[config.mk]
export PLATFORM = sky130hd
export DESIGN_NAME = transceiver_thermal_scan_unit
export DESIGN_NICKNAME = d
export VERILOG_FILES = /design/src/hw/rtl/ttsu_pkg.sv /design/src/hw/rtl/ttsu_front.sv /design/src/hw/rtl/ttsu_queue.sv /design/src/hw/rtl/ttsu_back.sv /design/src/hw/rtl/transceiver_thermal_scan_unit.sv
export VERILOG_INCLUDE_DIRS = /design/src /design/src/hw/rtl
export SDC_FILE = /design/constraint.sdc
export NUM_CORES = 1
export LEC_CHECK = 0
export BUFFER_PORTS_ARGS = -buffer_cell sky130_fd_sc_hd__buf_4
export CAP_MARGIN = 0
export CELL_PAD_IN_SITES_DETAIL_PLACEMENT = 0
export CELL_PAD_IN_SITES_GLOBAL_PLACEMENT = 1
export CORE_MARGIN = 2
export CORE_UTILIZATION = 50
export CTS_BUF_LIST = sky130_fd_sc_hd__clkbuf_4 sky130_fd_sc_hd__clkbuf_8 sky130_fd_sc_hd__clkbuf_16
export CTS_CLUSTER_SIZE = 20
export DETAILED_ROUTE_END_ITERATION = 12
export PLACE_DENSITY = 0.78
export SYNTH_ARGS = -nofsm -noshare
export SYNTH_HDL_FRONTEND = slang
export SYNTH_HIERARCHICAL = 1
export SYNTH_SLANG_ARGS = --single-unit
[constraint.sdc]
create_clock -name clock -period 12.2 [get_ports clock]
set_clock_uncertainty 0.05 [all_clocks]
set_input_delay 0 -clock clock [delete_from_list [all_inputs] [get_ports clock]]
set_output_delay 0 -clock clock [all_outputs]
set_load 0.02 [all_outputs]
[src/hw/rtl/transceiver_thermal_scan_unit_defines.svh]
// Assertion macros shared by the thermal scan unit modules.
`ifndef TRANSCEIVER_THERMAL_SCAN_UNIT_DEFINES_SVH
`define TRANSCEIVER_THERMAL_SCAN_UNIT_DEFINES_SVH

// Same-cycle implication check
`define TTSU_ASSERT(label, clk, rst, ante, cons) \
   label: assert property (@(posedge clk) disable iff (rst) (ante) |-> (cons)) \
      else $error("ttsu check failed");

// Next-cycle implication check
`define TTSU_ASSERT_NEXT(label, clk, rst, ante, cons) \
   label: assert property (@(posedge clk) disable iff (rst) (ante) |=> (cons)) \
      else $error("ttsu check failed");

`endif

[src/hw/rtl/ttsu_pkg.sv]
package ttsu_pkg;

   // Port range served by the scan
   localparam int PORT_COUNT = 32;
   localparam int PORT_W     = 6;

   // Stream widths
   localparam int REQ_TDATA_W = 80;
   localparam int RSP_TDATA_W = 64;

   // Configuration port
   localparam int CSR_INDEX_W = 1;
   localparam int CSR_DATA_W  = 19;

   typedef logic [CSR_INDEX_W-1:0] csr_index_type;
   localparam csr_index_type CSR_SHUTDOWN_THRESHOLD = 1'b0;
   localparam csr_index_type CSR_MAC_FALLBACK_TEMP  = 1'b1;

   localparam logic signed [17:0] THRESHOLD_RESET    = 18'sd76000;
   localparam logic signed [18:0] MAC_FALLBACK_RESET = 19'sd95000;

   // Module identifiers
   localparam logic [7:0] ID_CMIS_A = 8'h18;
   localparam logic [7:0] ID_CMIS_B = 8'h19;
   localparam logic [7:0] ID_CMIS_C = 8'h1E;
   localparam logic [7:0] ID_SFF_A  = 8'h0C;
   localparam logic [7:0] ID_SFF_B  = 8'h0D;
   localparam logic [7:0] ID_SFF_C  = 8'h11;
   localparam logic [7:0] ID_SFF_D  = 8'hE1;

   // Flat-memory flags in the status byte
   localparam logic [7:0] FLAT_BIT_CMIS = 8'h80;
   localparam logic [7:0] FLAT_BIT_SFF  = 8'h04;

   // Efuse map
   localparam logic [PORT_W-1:0] EFUSE_PORT_LIMIT = 6'd32;
   localparam logic [PORT_W-1:0] EFUSE_CPLD_SPLIT = 6'd16;
   localparam logic [1:0]        EFUSE_CPLD_LOW   = 2'd1;
   localparam logic [1:0]        EFUSE_CPLD_HIGH  = 2'd2;
   localparam logic [7:0]        EFUSE_REG_LOW    = 8'h15;
   localparam logic [7:0]        EFUSE_REG_HIGH   = 8'h14;

   // Division by 1000 as reciprocal multiply, exact for magnitudes up to 2^18
   localparam int               DIV1000_SHIFT = 28;
   localparam logic [18:0]      DIV1000_MULT  = 19'd268436;
   localparam logic [9:0]       MAC_DEG_LIMIT = 10'd200;

   // Queue between front and back
   localparam int QUEUE_DEPTH = 4;
   localparam int QUEUE_AW    = $clog2(QUEUE_DEPTH);
   localparam int QUEUE_CW    = $clog2(QUEUE_DEPTH + 1);

   // Request payload, last field in the low bits
   typedef struct packed {
      logic [2:0]         pad;
      logic               mac_read_ok;
      logic signed [18:0] mac_temp_milli;
      logic               temp_read_ok;
      logic [15:0]        sff_temp_word;
      logic [15:0]        cmis_temp_word;
      logic [7:0]         status_byte;
      logic [7:0]         id_byte;
      logic               id_read_ok;
      logic               port_present;
      logic [PORT_W-1:0]  port_number;
   } req_type;

   // Result payload, last field in the low bits
   typedef struct packed {
      logic [2:0]         pad;
      logic [PORT_W-1:0]  xcvr_report_port;
      logic signed [7:0]  xcvr_report_deg;
      logic signed [8:0]  mac_report_deg;
      logic [7:0]         efuse_clear_mask;
      logic [7:0]         efuse_register;
      logic [1:0]         efuse_cpld;
      logic               shutdown_request;
      logic               temp_valid;
      logic signed [17:0] port_temp_milli;
   } rsp_type;

   // Classified port reading handed from front to back
   typedef struct packed {
      logic               temp_valid;
      logic signed [17:0] temp_milli;
      logic signed [7:0]  temp_deg;
      logic               shutdown;
      logic [1:0]         efuse_cpld;
      logic [7:0]         efuse_register;
      logic [7:0]         efuse_mask;
      logic [PORT_W-1:0]  port;
      logic               last;
      logic signed [8:0]  mac_deg;
   } item_type;

   typedef struct packed {
      logic full;
      logic empty;
   } queue_status_type;

endpackage

[src/hw/rtl/ttsu_front.sv]
module ttsu_front (
   input  logic                              clock,
   input  logic                              reset,
   input  logic [ttsu_pkg::REQ_TDATA_W-1:0]  req_tdata,
   input  logic                              req_tlast,
   input  logic                              csr_we,
   input  logic [ttsu_pkg::CSR_INDEX_W-1:0]  csr_index,
   input  logic [ttsu_pkg::CSR_DATA_W-1:0]   csr_wdata,
   output ttsu_pkg::item_type                item
);
   import ttsu_pkg::*;

   logic signed [17:0] threshold_ff, threshold_in;
   logic signed [18:0] mac_fallback_ff, mac_fallback_in;

   req_type            req;
   logic               is_cmis, is_sff, port_ok, valid;
   logic signed [15:0] word;
   logic signed [25:0] word_x;
   logic signed [25:0] prod1000;
   logic signed [25:0] milli_q;
   logic signed [15:0] deg_q;
   logic signed [17:0] temp_milli;
   logic               shut, efuse_mapped;
   logic [PORT_W-1:0]  port_m1;
   logic signed [18:0] mac_sel;
   logic               mac_neg;
   logic [18:0]        mac_mag;
   logic [37:0]        mac_prod;
   logic [9:0]         mac_q;
   logic [7:0]         mac_clamp;
   logic signed [8:0]  mac_deg_abs;

   // Configuration registers
   always_comb begin
      threshold_in    = threshold_ff;
      mac_fallback_in = mac_fallback_ff;
      if (csr_we) begin
         case (csr_index)
            CSR_SHUTDOWN_THRESHOLD: threshold_in = csr_wdata[17:0];
            CSR_MAC_FALLBACK_TEMP:  mac_fallback_in = csr_wdata;
            default: ;
         endcase
      end
   end

   always_ff @(posedge clock) begin
      if (reset) begin
         threshold_ff    <= THRESHOLD_RESET;
         mac_fallback_ff <= MAC_FALLBACK_RESET;
      end else begin
         threshold_ff    <= threshold_in;
         mac_fallback_ff <= mac_fallback_in;
      end
   end

   // Module type decode and validity
   always_comb begin
      req     = req_type'(req_tdata);
      is_cmis = req.id_byte inside {ID_CMIS_A, ID_CMIS_B, ID_CMIS_C};
      is_sff  = req.id_byte inside {ID_SFF_A, ID_SFF_B, ID_SFF_C, ID_SFF_D};
      port_ok = (req.port_number != '0) &&
                ({1'b0, req.port_number} <= 7'(PORT_COUNT));
      valid   = req.port_present && req.id_read_ok && port_ok && req.temp_read_ok &&
                ((is_cmis && ((req.status_byte & FLAT_BIT_CMIS) == '0)) ||
                 (!is_cmis && is_sff && ((req.status_byte & FLAT_BIT_SFF) == '0)));
      word    = is_cmis ? req.cmis_temp_word : req.sff_temp_word;
   end

   // word * 1000 / 256, truncated toward zero; degrees are word / 256
   always_comb begin
      word_x     = 26'(word);
      prod1000   = (word_x <<< 10) - (word_x <<< 4) - (word_x <<< 3);
      milli_q    = (prod1000 >>> 8) +
                   26'(prod1000[25] && (prod1000[7:0] != '0));
      deg_q      = (word >>> 8) + 16'(word[15] && (word[7:0] != '0));
      temp_milli = valid ? milli_q[17:0] : '0;
   end

   // Shutdown and efuse location
   always_comb begin
      shut         = valid && (temp_milli > threshold_ff);
      port_m1      = req.port_number - 6'd1;
      efuse_mapped = shut && (req.port_number != '0) &&
                     (req.port_number <= EFUSE_PORT_LIMIT);
   end

   // MAC degrees: magnitude times reciprocal of 1000, clamped
   always_comb begin
      mac_sel     = req.mac_read_ok ? req.mac_temp_milli : mac_fallback_ff;
      mac_neg     = mac_sel[18];
      mac_mag     = mac_neg ? 19'(-mac_sel) : 19'(mac_sel);
      mac_prod    = 38'(mac_mag) * 38'(DIV1000_MULT);
      mac_q       = mac_prod[DIV1000_SHIFT +: 10];
      mac_clamp   = (mac_q > MAC_DEG_LIMIT) ? MAC_DEG_LIMIT[7:0] : mac_q[7:0];
      mac_deg_abs = $signed({1'b0, mac_clamp});
   end

   // Classified transaction
   always_comb begin
      item.temp_valid     = valid;
      item.temp_milli     = temp_milli;
      item.temp_deg       = deg_q[7:0];
      item.shutdown       = shut;
      item.efuse_cpld     = !efuse_mapped ? 2'd0 :
                            (req.port_number <= EFUSE_CPLD_SPLIT) ? EFUSE_CPLD_LOW :
                            EFUSE_CPLD_HIGH;
      item.efuse_register = !efuse_mapped ? 8'd0 :
                            port_m1[3] ? EFUSE_REG_HIGH : EFUSE_REG_LOW;
      item.efuse_mask     = efuse_mapped ? (8'd1 << port_m1[2:0]) : 8'd0;
      item.port           = req.port_number;
      item.last           = req_tlast;
      item.mac_deg        = !req_tlast ? 9'sd0 : mac_neg ? -mac_deg_abs : mac_deg_abs;
   end

endmodule

[src/hw/rtl/ttsu_queue.sv]
`include "transceiver_thermal_scan_unit_defines.svh"

module ttsu_queue (
   input  logic                        clock,
   input  logic                        reset,
   input  logic                        push,
   input  ttsu_pkg::item_type          push_data,
   input  logic                        pop,
   output ttsu_pkg::item_type          pop_data,
   output ttsu_pkg::queue_status_type  status
);
   import ttsu_pkg::*;

   item_type              mem_ff [QUEUE_DEPTH];
   logic [QUEUE_AW-1:0]   wr_ptr_ff, wr_ptr_in;
   logic [QUEUE_AW-1:0]   rd_ptr_ff, rd_ptr_in;
   logic [QUEUE_CW-1:0]   count_ff, count_in;
   logic                  do_push, do_pop;

   always_comb begin
      status.full  = (count_ff == QUEUE_CW'(QUEUE_DEPTH));
      status.empty = (count_ff == '0);
      do_push      = push && !status.full;
      do_pop       = pop && !status.empty;
      pop_data     = mem_ff[rd_ptr_ff];
   end

   // Pointer and fill count update
   always_comb begin
      wr_ptr_in = do_push ? wr_ptr_ff + 1'b1 : wr_ptr_ff;
      rd_ptr_in = do_pop  ? rd_ptr_ff + 1'b1 : rd_ptr_ff;
      count_in  = count_ff + QUEUE_CW'(do_push) - QUEUE_CW'(do_pop);
   end

   always_ff @(posedge clock) begin
      if (reset) begin
         wr_ptr_ff <= '0;
         rd_ptr_ff <= '0;
         count_ff  <= '0;
      end else begin
         wr_ptr_ff <= wr_ptr_in;
         rd_ptr_ff <= rd_ptr_in;
         count_ff  <= count_in;
      end
   end

   // Entry storage
   always_ff @(posedge clock) begin
      if (do_push) begin
         mem_ff[wr_ptr_ff] <= push_data;
      end
   end

   `TTSU_ASSERT(a_count_bound, clock, reset, 1'b1, count_ff <= QUEUE_CW'(QUEUE_DEPTH))
   `TTSU_ASSERT(a_pop_not_empty, clock, reset, pop, !status.empty)
   `TTSU_ASSERT_NEXT(a_push_grows, clock, reset, do_push && !do_pop, count_ff == $past(count_ff) + 1'b1)

endmodule

[src/hw/rtl/ttsu_back.sv]
`include "transceiver_thermal_scan_unit_defines.svh"

module ttsu_back (
   input  logic                              clock,
   input  logic                              reset,
   input  ttsu_pkg::item_type                pop_data,
   input  ttsu_pkg::queue_status_type        status,
   output logic                              pop,
   output logic                              rsp_tvalid,
   input  logic                              rsp_tready,
   output logic [ttsu_pkg::RSP_TDATA_W-1:0]  rsp_tdata,
   output logic                              rsp_tlast
);
   import ttsu_pkg::*;

   logic signed [17:0] best_temp_ff, best_temp_in;
   logic signed [7:0]  best_deg_ff, best_deg_in;
   logic [PORT_W-1:0]  best_port_ff, best_port_in;
   logic               best_found_ff, best_found_in;
   logic               rsp_valid_ff, rsp_valid_in;
   logic               rsp_last_ff, rsp_last_in;
   rsp_type            rsp_data_ff, rsp_data_in;

   logic               take, cand_found;
   logic signed [17:0] cand_temp;
   logic signed [7:0]  cand_deg;
   logic [PORT_W-1:0]  cand_port;

   // Output register frees whenever its transaction is taken
   assign pop = !status.empty && (!rsp_valid_ff || rsp_tready);

   // Hottest-port tracking
   always_comb begin
      take       = pop_data.temp_valid &&
                   (!best_found_ff || (pop_data.temp_milli > best_temp_ff));
      cand_found = best_found_ff || pop_data.temp_valid;
      cand_temp  = take ? pop_data.temp_milli : best_temp_ff;
      cand_deg   = take ? pop_data.temp_deg   : best_deg_ff;
      cand_port  = take ? pop_data.port       : best_port_ff;

      best_found_in = best_found_ff;
      best_temp_in  = best_temp_ff;
      best_deg_in   = best_deg_ff;
      best_port_in  = best_port_ff;
      if (pop) begin
         if (pop_data.last) begin
            best_found_in = 1'b0;
            best_temp_in  = '0;
            best_deg_in   = '0;
            best_port_in  = '0;
         end else begin
            best_found_in = cand_found;
            best_temp_in  = cand_temp;
            best_deg_in   = cand_deg;
            best_port_in  = cand_port;
         end
      end
   end

   // Result assembly
   always_comb begin
      rsp_data_in                  = rsp_data_ff;
      rsp_last_in                  = rsp_last_ff;
      rsp_valid_in                 = rsp_valid_ff && !rsp_tready;
      if (pop) begin
         rsp_valid_in                 = 1'b1;
         rsp_last_in                  = pop_data.last;
         rsp_data_in.pad              = '0;
         rsp_data_in.port_temp_milli  = pop_data.temp_milli;
         rsp_data_in.temp_valid       = pop_data.temp_valid;
         rsp_data_in.shutdown_request = pop_data.shutdown;
         rsp_data_in.efuse_cpld       = pop_data.efuse_cpld;
         rsp_data_in.efuse_register   = pop_data.efuse_register;
         rsp_data_in.efuse_clear_mask = pop_data.efuse_mask;
         rsp_data_in.mac_report_deg   = pop_data.mac_deg;
         rsp_data_in.xcvr_report_deg  = (pop_data.last && cand_found) ? cand_deg : 8'sd0;
         rsp_data_in.xcvr_report_port =
            (pop_data.last && cand_found && (cand_temp != '0)) ? cand_port : '0;
      end
   end

   always_ff @(posedge clock) begin
      if (reset) begin
         best_found_ff <= 1'b0;
         best_temp_ff  <= '0;
         best_deg_ff   <= '0;
         best_port_ff  <= '0;
         rsp_valid_ff  <= 1'b0;
      end else begin
         best_found_ff <= best_found_in;
         best_temp_ff  <= best_temp_in;
         best_deg_ff   <= best_deg_in;
         best_port_ff  <= best_port_in;
         rsp_valid_ff  <= rsp_valid_in;
      end
   end

   // Result payload
   always_ff @(posedge clock) begin
      rsp_data_ff <= rsp_data_in;
      rsp_last_ff <= rsp_last_in;
   end

   assign rsp_tvalid = rsp_valid_ff;
   assign rsp_tdata  = rsp_data_ff;
   assign rsp_tlast  = rsp_last_ff;

   `TTSU_ASSERT_NEXT(a_scan_clears, clock, reset, pop && pop_data.last, !best_found_ff && best_temp_ff == '0)
   `TTSU_ASSERT(a_shut_has_temp, clock, reset, rsp_valid_ff && rsp_data_ff.shutdown_request, rsp_data_ff.temp_valid)
   `TTSU_ASSERT(a_report_only_last, clock, reset, rsp_valid_ff && !rsp_last_ff, rsp_data_ff.xcvr_report_port == '0 && rsp_data_ff.mac_report_deg == '0)

endmodule

[src/hw/rtl/transceiver_thermal_scan_unit.sv]
// An accepted request transaction is written into the queue; from the queue head it is popped
// into the result register that drives rsp_.
// Throughput: one port per cycle while rsp_ accepts; a four-entry queue decouples classify
// from tracking/report. Back pressure on rsp_ fills the queue and then drops req_tready.
// Reset (synchronous, active high): queue empty, result register empty, hottest-port state
// cleared, shutdown threshold 76000 and MAC fallback 95000 millidegrees.
module transceiver_thermal_scan_unit (
   input  logic                              clock,
   input  logic                              reset,
   // tdata: port_number[5:0], port_present[6], id_read_ok[7], id_byte[15:8],
   //   status_byte[23:16], cmis_temp_word[39:24], sff_temp_word[55:40],
   //   temp_read_ok[56], mac_temp_milli[75:57], mac_read_ok[76], zero[79:77]
   input  logic                              req_tvalid,
   output logic                              req_tready,
   input  logic [ttsu_pkg::REQ_TDATA_W-1:0]  req_tdata,
   input  logic                              req_tlast,
   // tdata: port_temp_milli[17:0], temp_valid[18], shutdown_request[19],
   //   efuse_cpld[21:20], efuse_register[29:22], efuse_clear_mask[37:30],
   //   mac_report_deg[46:38], xcvr_report_deg[54:47], xcvr_report_port[60:55],
   //   zero[63:61]; tlast carries report_valid
   output logic                              rsp_tvalid,
   input  logic                              rsp_tready,
   output logic [ttsu_pkg::RSP_TDATA_W-1:0]  rsp_tdata,
   output logic                              rsp_tlast,
   input  logic                              csr_we,
   input  logic [ttsu_pkg::CSR_INDEX_W-1:0]  csr_index,
   input  logic [ttsu_pkg::CSR_DATA_W-1:0]   csr_wdata
);
   import ttsu_pkg::*;

   item_type          front_item;
   item_type          queue_head;
   queue_status_type  queue_status;
   logic              queue_pop;

   assign req_tready = !queue_status.full;

   // Classify each request transaction
   ttsu_front u_front (
      .clock     (clock),
      .reset     (reset),
      .req_tdata (req_tdata),
      .req_tlast (req_tlast),
      .csr_we    (csr_we),
      .csr_index (csr_index),
      .csr_wdata (csr_wdata),
      .item      (front_item)
   );

   // Decoupling queue
   ttsu_queue u_queue (
      .clock     (clock),
      .reset     (reset),
      .push      (req_tvalid && req_tready),
      .push_data (front_item),
      .pop       (queue_pop),
      .pop_data  (queue_head),
      .status    (queue_status)
   );

   // Tracking and result output
   ttsu_back u_back (
      .clock      (clock),
      .reset      (reset),
      .pop_data   (queue_head),
      .status     (queue_status),
      .pop        (queue_pop),
      .rsp_tvalid (rsp_tvalid),
      .rsp_tready (rsp_tready),
      .rsp_tdata  (rsp_tdata),
      .rsp_tlast  (rsp_tlast)
   );

endmodule
==> impl_metrics.tcl <==
set metrics [dict create \
    outcome "complete, no violations" \
    worst-path-max-fanout 8 \
    ys_warn_count 6 \
    fp.dieArea_um2 48600 \
    endpoints_failing_setup 0 \
    grt-ovfl-total 0 \
    floorplan.io_pins 173 \
    placement.io_buffers 160 \
    num_rows 79 \
    crit_path_top_delay_cell "xor2_1" \
    clock-sinks 390 \
    initial_antenna_violation_count 0 \
    synthesis.instances 1926 \
    crit_path_end_kind "register" \
    clk_transition_reported_paths_ns 0.06 \
    cp_common_cell "ha_1" \
    ctsResizeCount 0 \
    synth_seq_cells 390 \
    wl_per_cell_um 18.7 \
    worst_ep_required_time_ns 12.49 \
    maxSlewViolCount 0 \
    post_route_cells_drive_above_1_share_pct 16.3 \
    synth_sequential_area_ratio_pct 46.6 \
    finalWeightedCongestion 0.852 \
    category_of_the_critical_setup_timing_path "reg2reg" \
    clock_tree.root_cell "clkbuf_16" \
    grt_pass1_wl_um 83100 \
    clk-insertion-delay-late_ns 0.56 \
    worstHoldPathType "in2reg" \
    die_w_um 220 \
    max_slew.worst_pin.slew_ns 1.11 \
    number_of_remaining_drc_errors 0 \
    routed_wl_um 51800 \
    period_minus_slack_ns 9.39 \
    grt_use_total_pct 21.8 \
    synth_top_cells_by_area "edfxtp_1 (40%), ha_1 (12%), dfxtp_1 (6.8%)" \
    finalCritPeriodShare_pct 77.0 \
    tritoncts_clock_tree "done" \
    critical_path.reg2reg.startpoint "u_front/mac_fallback_ff[0]" \
    synthesis.area_per_instance_um2 12.2 \
    rsz_0062_raised_after_global_routing "no" \
    report.final.hold_viol_count 0 \
    dr.first_iter.drc_count 1071 \
    crit-reg2reg-capture "u_queue/mem_ff[2][6]" \
    power_leakage_nw 11.0 \
    area_delta_synth_final_pct 14.9 \
    power.density_nw_per_um2 239 \
    reg2reg_slack_ns 2.81 \
    filler_cell_count 3772 \
    drt.antenna.violating_nets 0 \
    yosys.area.top_type_share_pct 39.7 \
    floorplan.initialDensity_pct 50.5 \
    fmaxAchievable_ghz 0.106 \
    numCtsBuffers 40 \
    timing.critical_path.slowest_cell_delay_ns 0.88 \
    diodes 0 \
    nets 2506 \
    h-tree-depth 2 \
    final_common_cell "edfxtp_1" \
    fin_worst_hold_slack_ns 0.0859 \
    synth_flop_cell "edfxtp_1" \
    critPathLaunch "u_front/mac_fallback_ff[0]" \
    layout.cells.most_common_list "edfxtp_1 (310), inv_1 (217), ha_1 (217)" \
    post_synth_num_cell_types 93 \
    maxCapViolations 0 \
    worstSetupStartpointType "register" \
    syn_area_um2 23400 \
    post_cts.repair.setup_buffers 0 \
    vias_in_the_first_global_route 15600 \
    synth_enable_flop_cells 310 \
    die-height_um 220 \
    max_vdd_drop_uv 166 \
    grt_start_max_net_pins 67 \
    critical_path_arrival_ns 9.68 \
    final.setup.tns_ns 0 \
    design.core.area_um2 46400 \
    worst_setup_path_endpoint "u_queue/mem_ff[2][6]" \
    vias 15400 \
    sequential_standard_cell_area_um2 10900 \
    multi_input_area_um2 11200 \
    via_density_per_instance 5.56 \
    postSynth.asyncResetShare_pct 0 \
    detailedPlacementHpwl_um 37700 \
    max_slew_margin_pct 25.5 \
    synth_top_cell_by_area "edfxtp_1" \
    max-clock-path-buffers 3 \
    totalPowerFinal_mw 6.44 \
    drtPass1Iterations 5 \
    rr_worst_depth 29 \
]
==> through the flow <==
stage,setup slack [ns],util [%],area (um^2),instances
2_1_floorplan,3.27,-,23500,1932
3_3_place_gp,2.89,54.1,25100,2649
3_5_place_dp,2.70,54.1,25100,2649
4_1_cts,2.83,58.0,26900,2763
5_1_grt,2.13,58.0,26900,2763
6_report,2.81,58.0,26900,2763
==> layer usage <==
layer / share of wire (%) / global-route usage [%] / vias to the layer above
met3: 3.8 / 2.56 / 51
met2: 48 / 36.6 / 323
li1: - / - / 7420
met5: 0 / 0 / -
met4: 1.4 / 4.59 / 0
met1: 47 / 30.7 / 7571
==> layout make-up <==
type                       count  share of cell area [%]
clock inverter                22                    1.10
sequential                   390                    40.6
inverter                     217                    3.03
multi-input combinational   1253                    41.7
tap                          607                    2.82
timing repair buffer         222                    6.57
clock buffer                  52                    4.19
==> cell usage after synthesis, types with 4 or more instances <==
cell type / instances
a211oi_1: 10
xnor2_1: 46
o31ai_1: 8
and4_1: 6
nand4_1: 24
mux2i_1: 53
nand3_1: 21
and2_1: 28
buf_4: 21
or3_1: 5
ha_1: 217
mux4_2: 60
inv_1: 217
o21ai_0: 53
nor4_1: 14
nand3b_1: 11
o211ai_1: 8
nor2b_1: 13
a21oi_1: 83
clkbuf_1: 24
o22ai_1: 5
nor3b_1: 9
o2111a_1: 4
xor2_1: 40
o21a_1: 15
nand2_1: 168
a2111oi_0: 5
a31oi_1: 7
nor2_1: 73
a211o_1: 11
buf_2: 10
dfxtp_1: 80
a21o_1: 18
o2111ai_1: 4
fa_1: 59
a311oi_1: 6
edfxtp_1: 310
buf_12: 6
a21boi_0: 4
buf_6: 8
and3_1: 11
nor3_1: 27
a22o_1: 30
nand2b_1: 11
==> worst max-delay path: cells and delay by family, from the launching register on <==
family | cells | cell delay (ns)
fa+ha+maj | 8 | 3.15
mux | 1 | 0.29
xor+xnor | 2 | 1.08
compound gates | 9 | 2.69
simple gates | 7 | 1.49
buf+inv | 2 | 0.09
flops | 1 | 0.34
==> worst min-delay path by stage <==
stage	startpoint	to	slack, ns	depth (start not counted)
after detailed placement	csr_wdata[5]	u_front/threshold_ff[5]	0.17	2
after global routing	req_tdata[39]	u_queue/mem_ff[3][42]	0.13	4
after global placement	csr_wdata[5]	u_front/threshold_ff[5]	0.17	2
final	req_tdata[36]	u_queue/mem_ff[3][39]	0.09	3
after CTS	req_tdata[37]	u_queue/mem_ff[3][40]	0.07	3
after floorplan	reset	u_back/rsp_tvalid	0.02	1
==> logic make-up after synthesis <==
group | after synthesis | synth area share, %
flip-flops | 390 | 46.6
other | 2 | 0.0321
AND/OR/NAND/NOR | 452 | 9.96
XOR/XNOR | 87 | 3.33
buffers and inverters | 289 | 5.69
AO/OA/AOI/OAI | 313 | 9.43
adder cells (fa/ha/maj) | 276 | 16.6
multiplexers | 117 | 8.35
==> power by group <==
group,internal (mW),switching [mW]
sequential,1.78,0.110
clock,0.785,0.503
combinational,1.29,1.97
==> repair_timing <==
item / CTS / global route
setup endpoints to repair: 0 / 0
hold endpoints to repair: 151 / 0
hold buffers: 40 / 0
==> state kept, by name, indices dropped and copies added, names as in the netlist, named ones only <==
name / flops
u_front/threshold_ff: 18
u_front/mac_fallback_ff: 19
u_back/best_temp_ff: 18
u_queue/mem_ff: 248
u_queue/count_ff: 3
u_queue/wr_ptr_ff: 2
u_back/best_deg_ff: 8
u_back/rsp_tlast: 1
u_back/best_port_ff: 6
u_back/rsp_tdata: 61
u_queue/rd_ptr_ff: 2
u_back/rsp_tvalid: 1
u_back/best_found_ff: 1
Note: power is estimated with default switching activity, not from simulation.
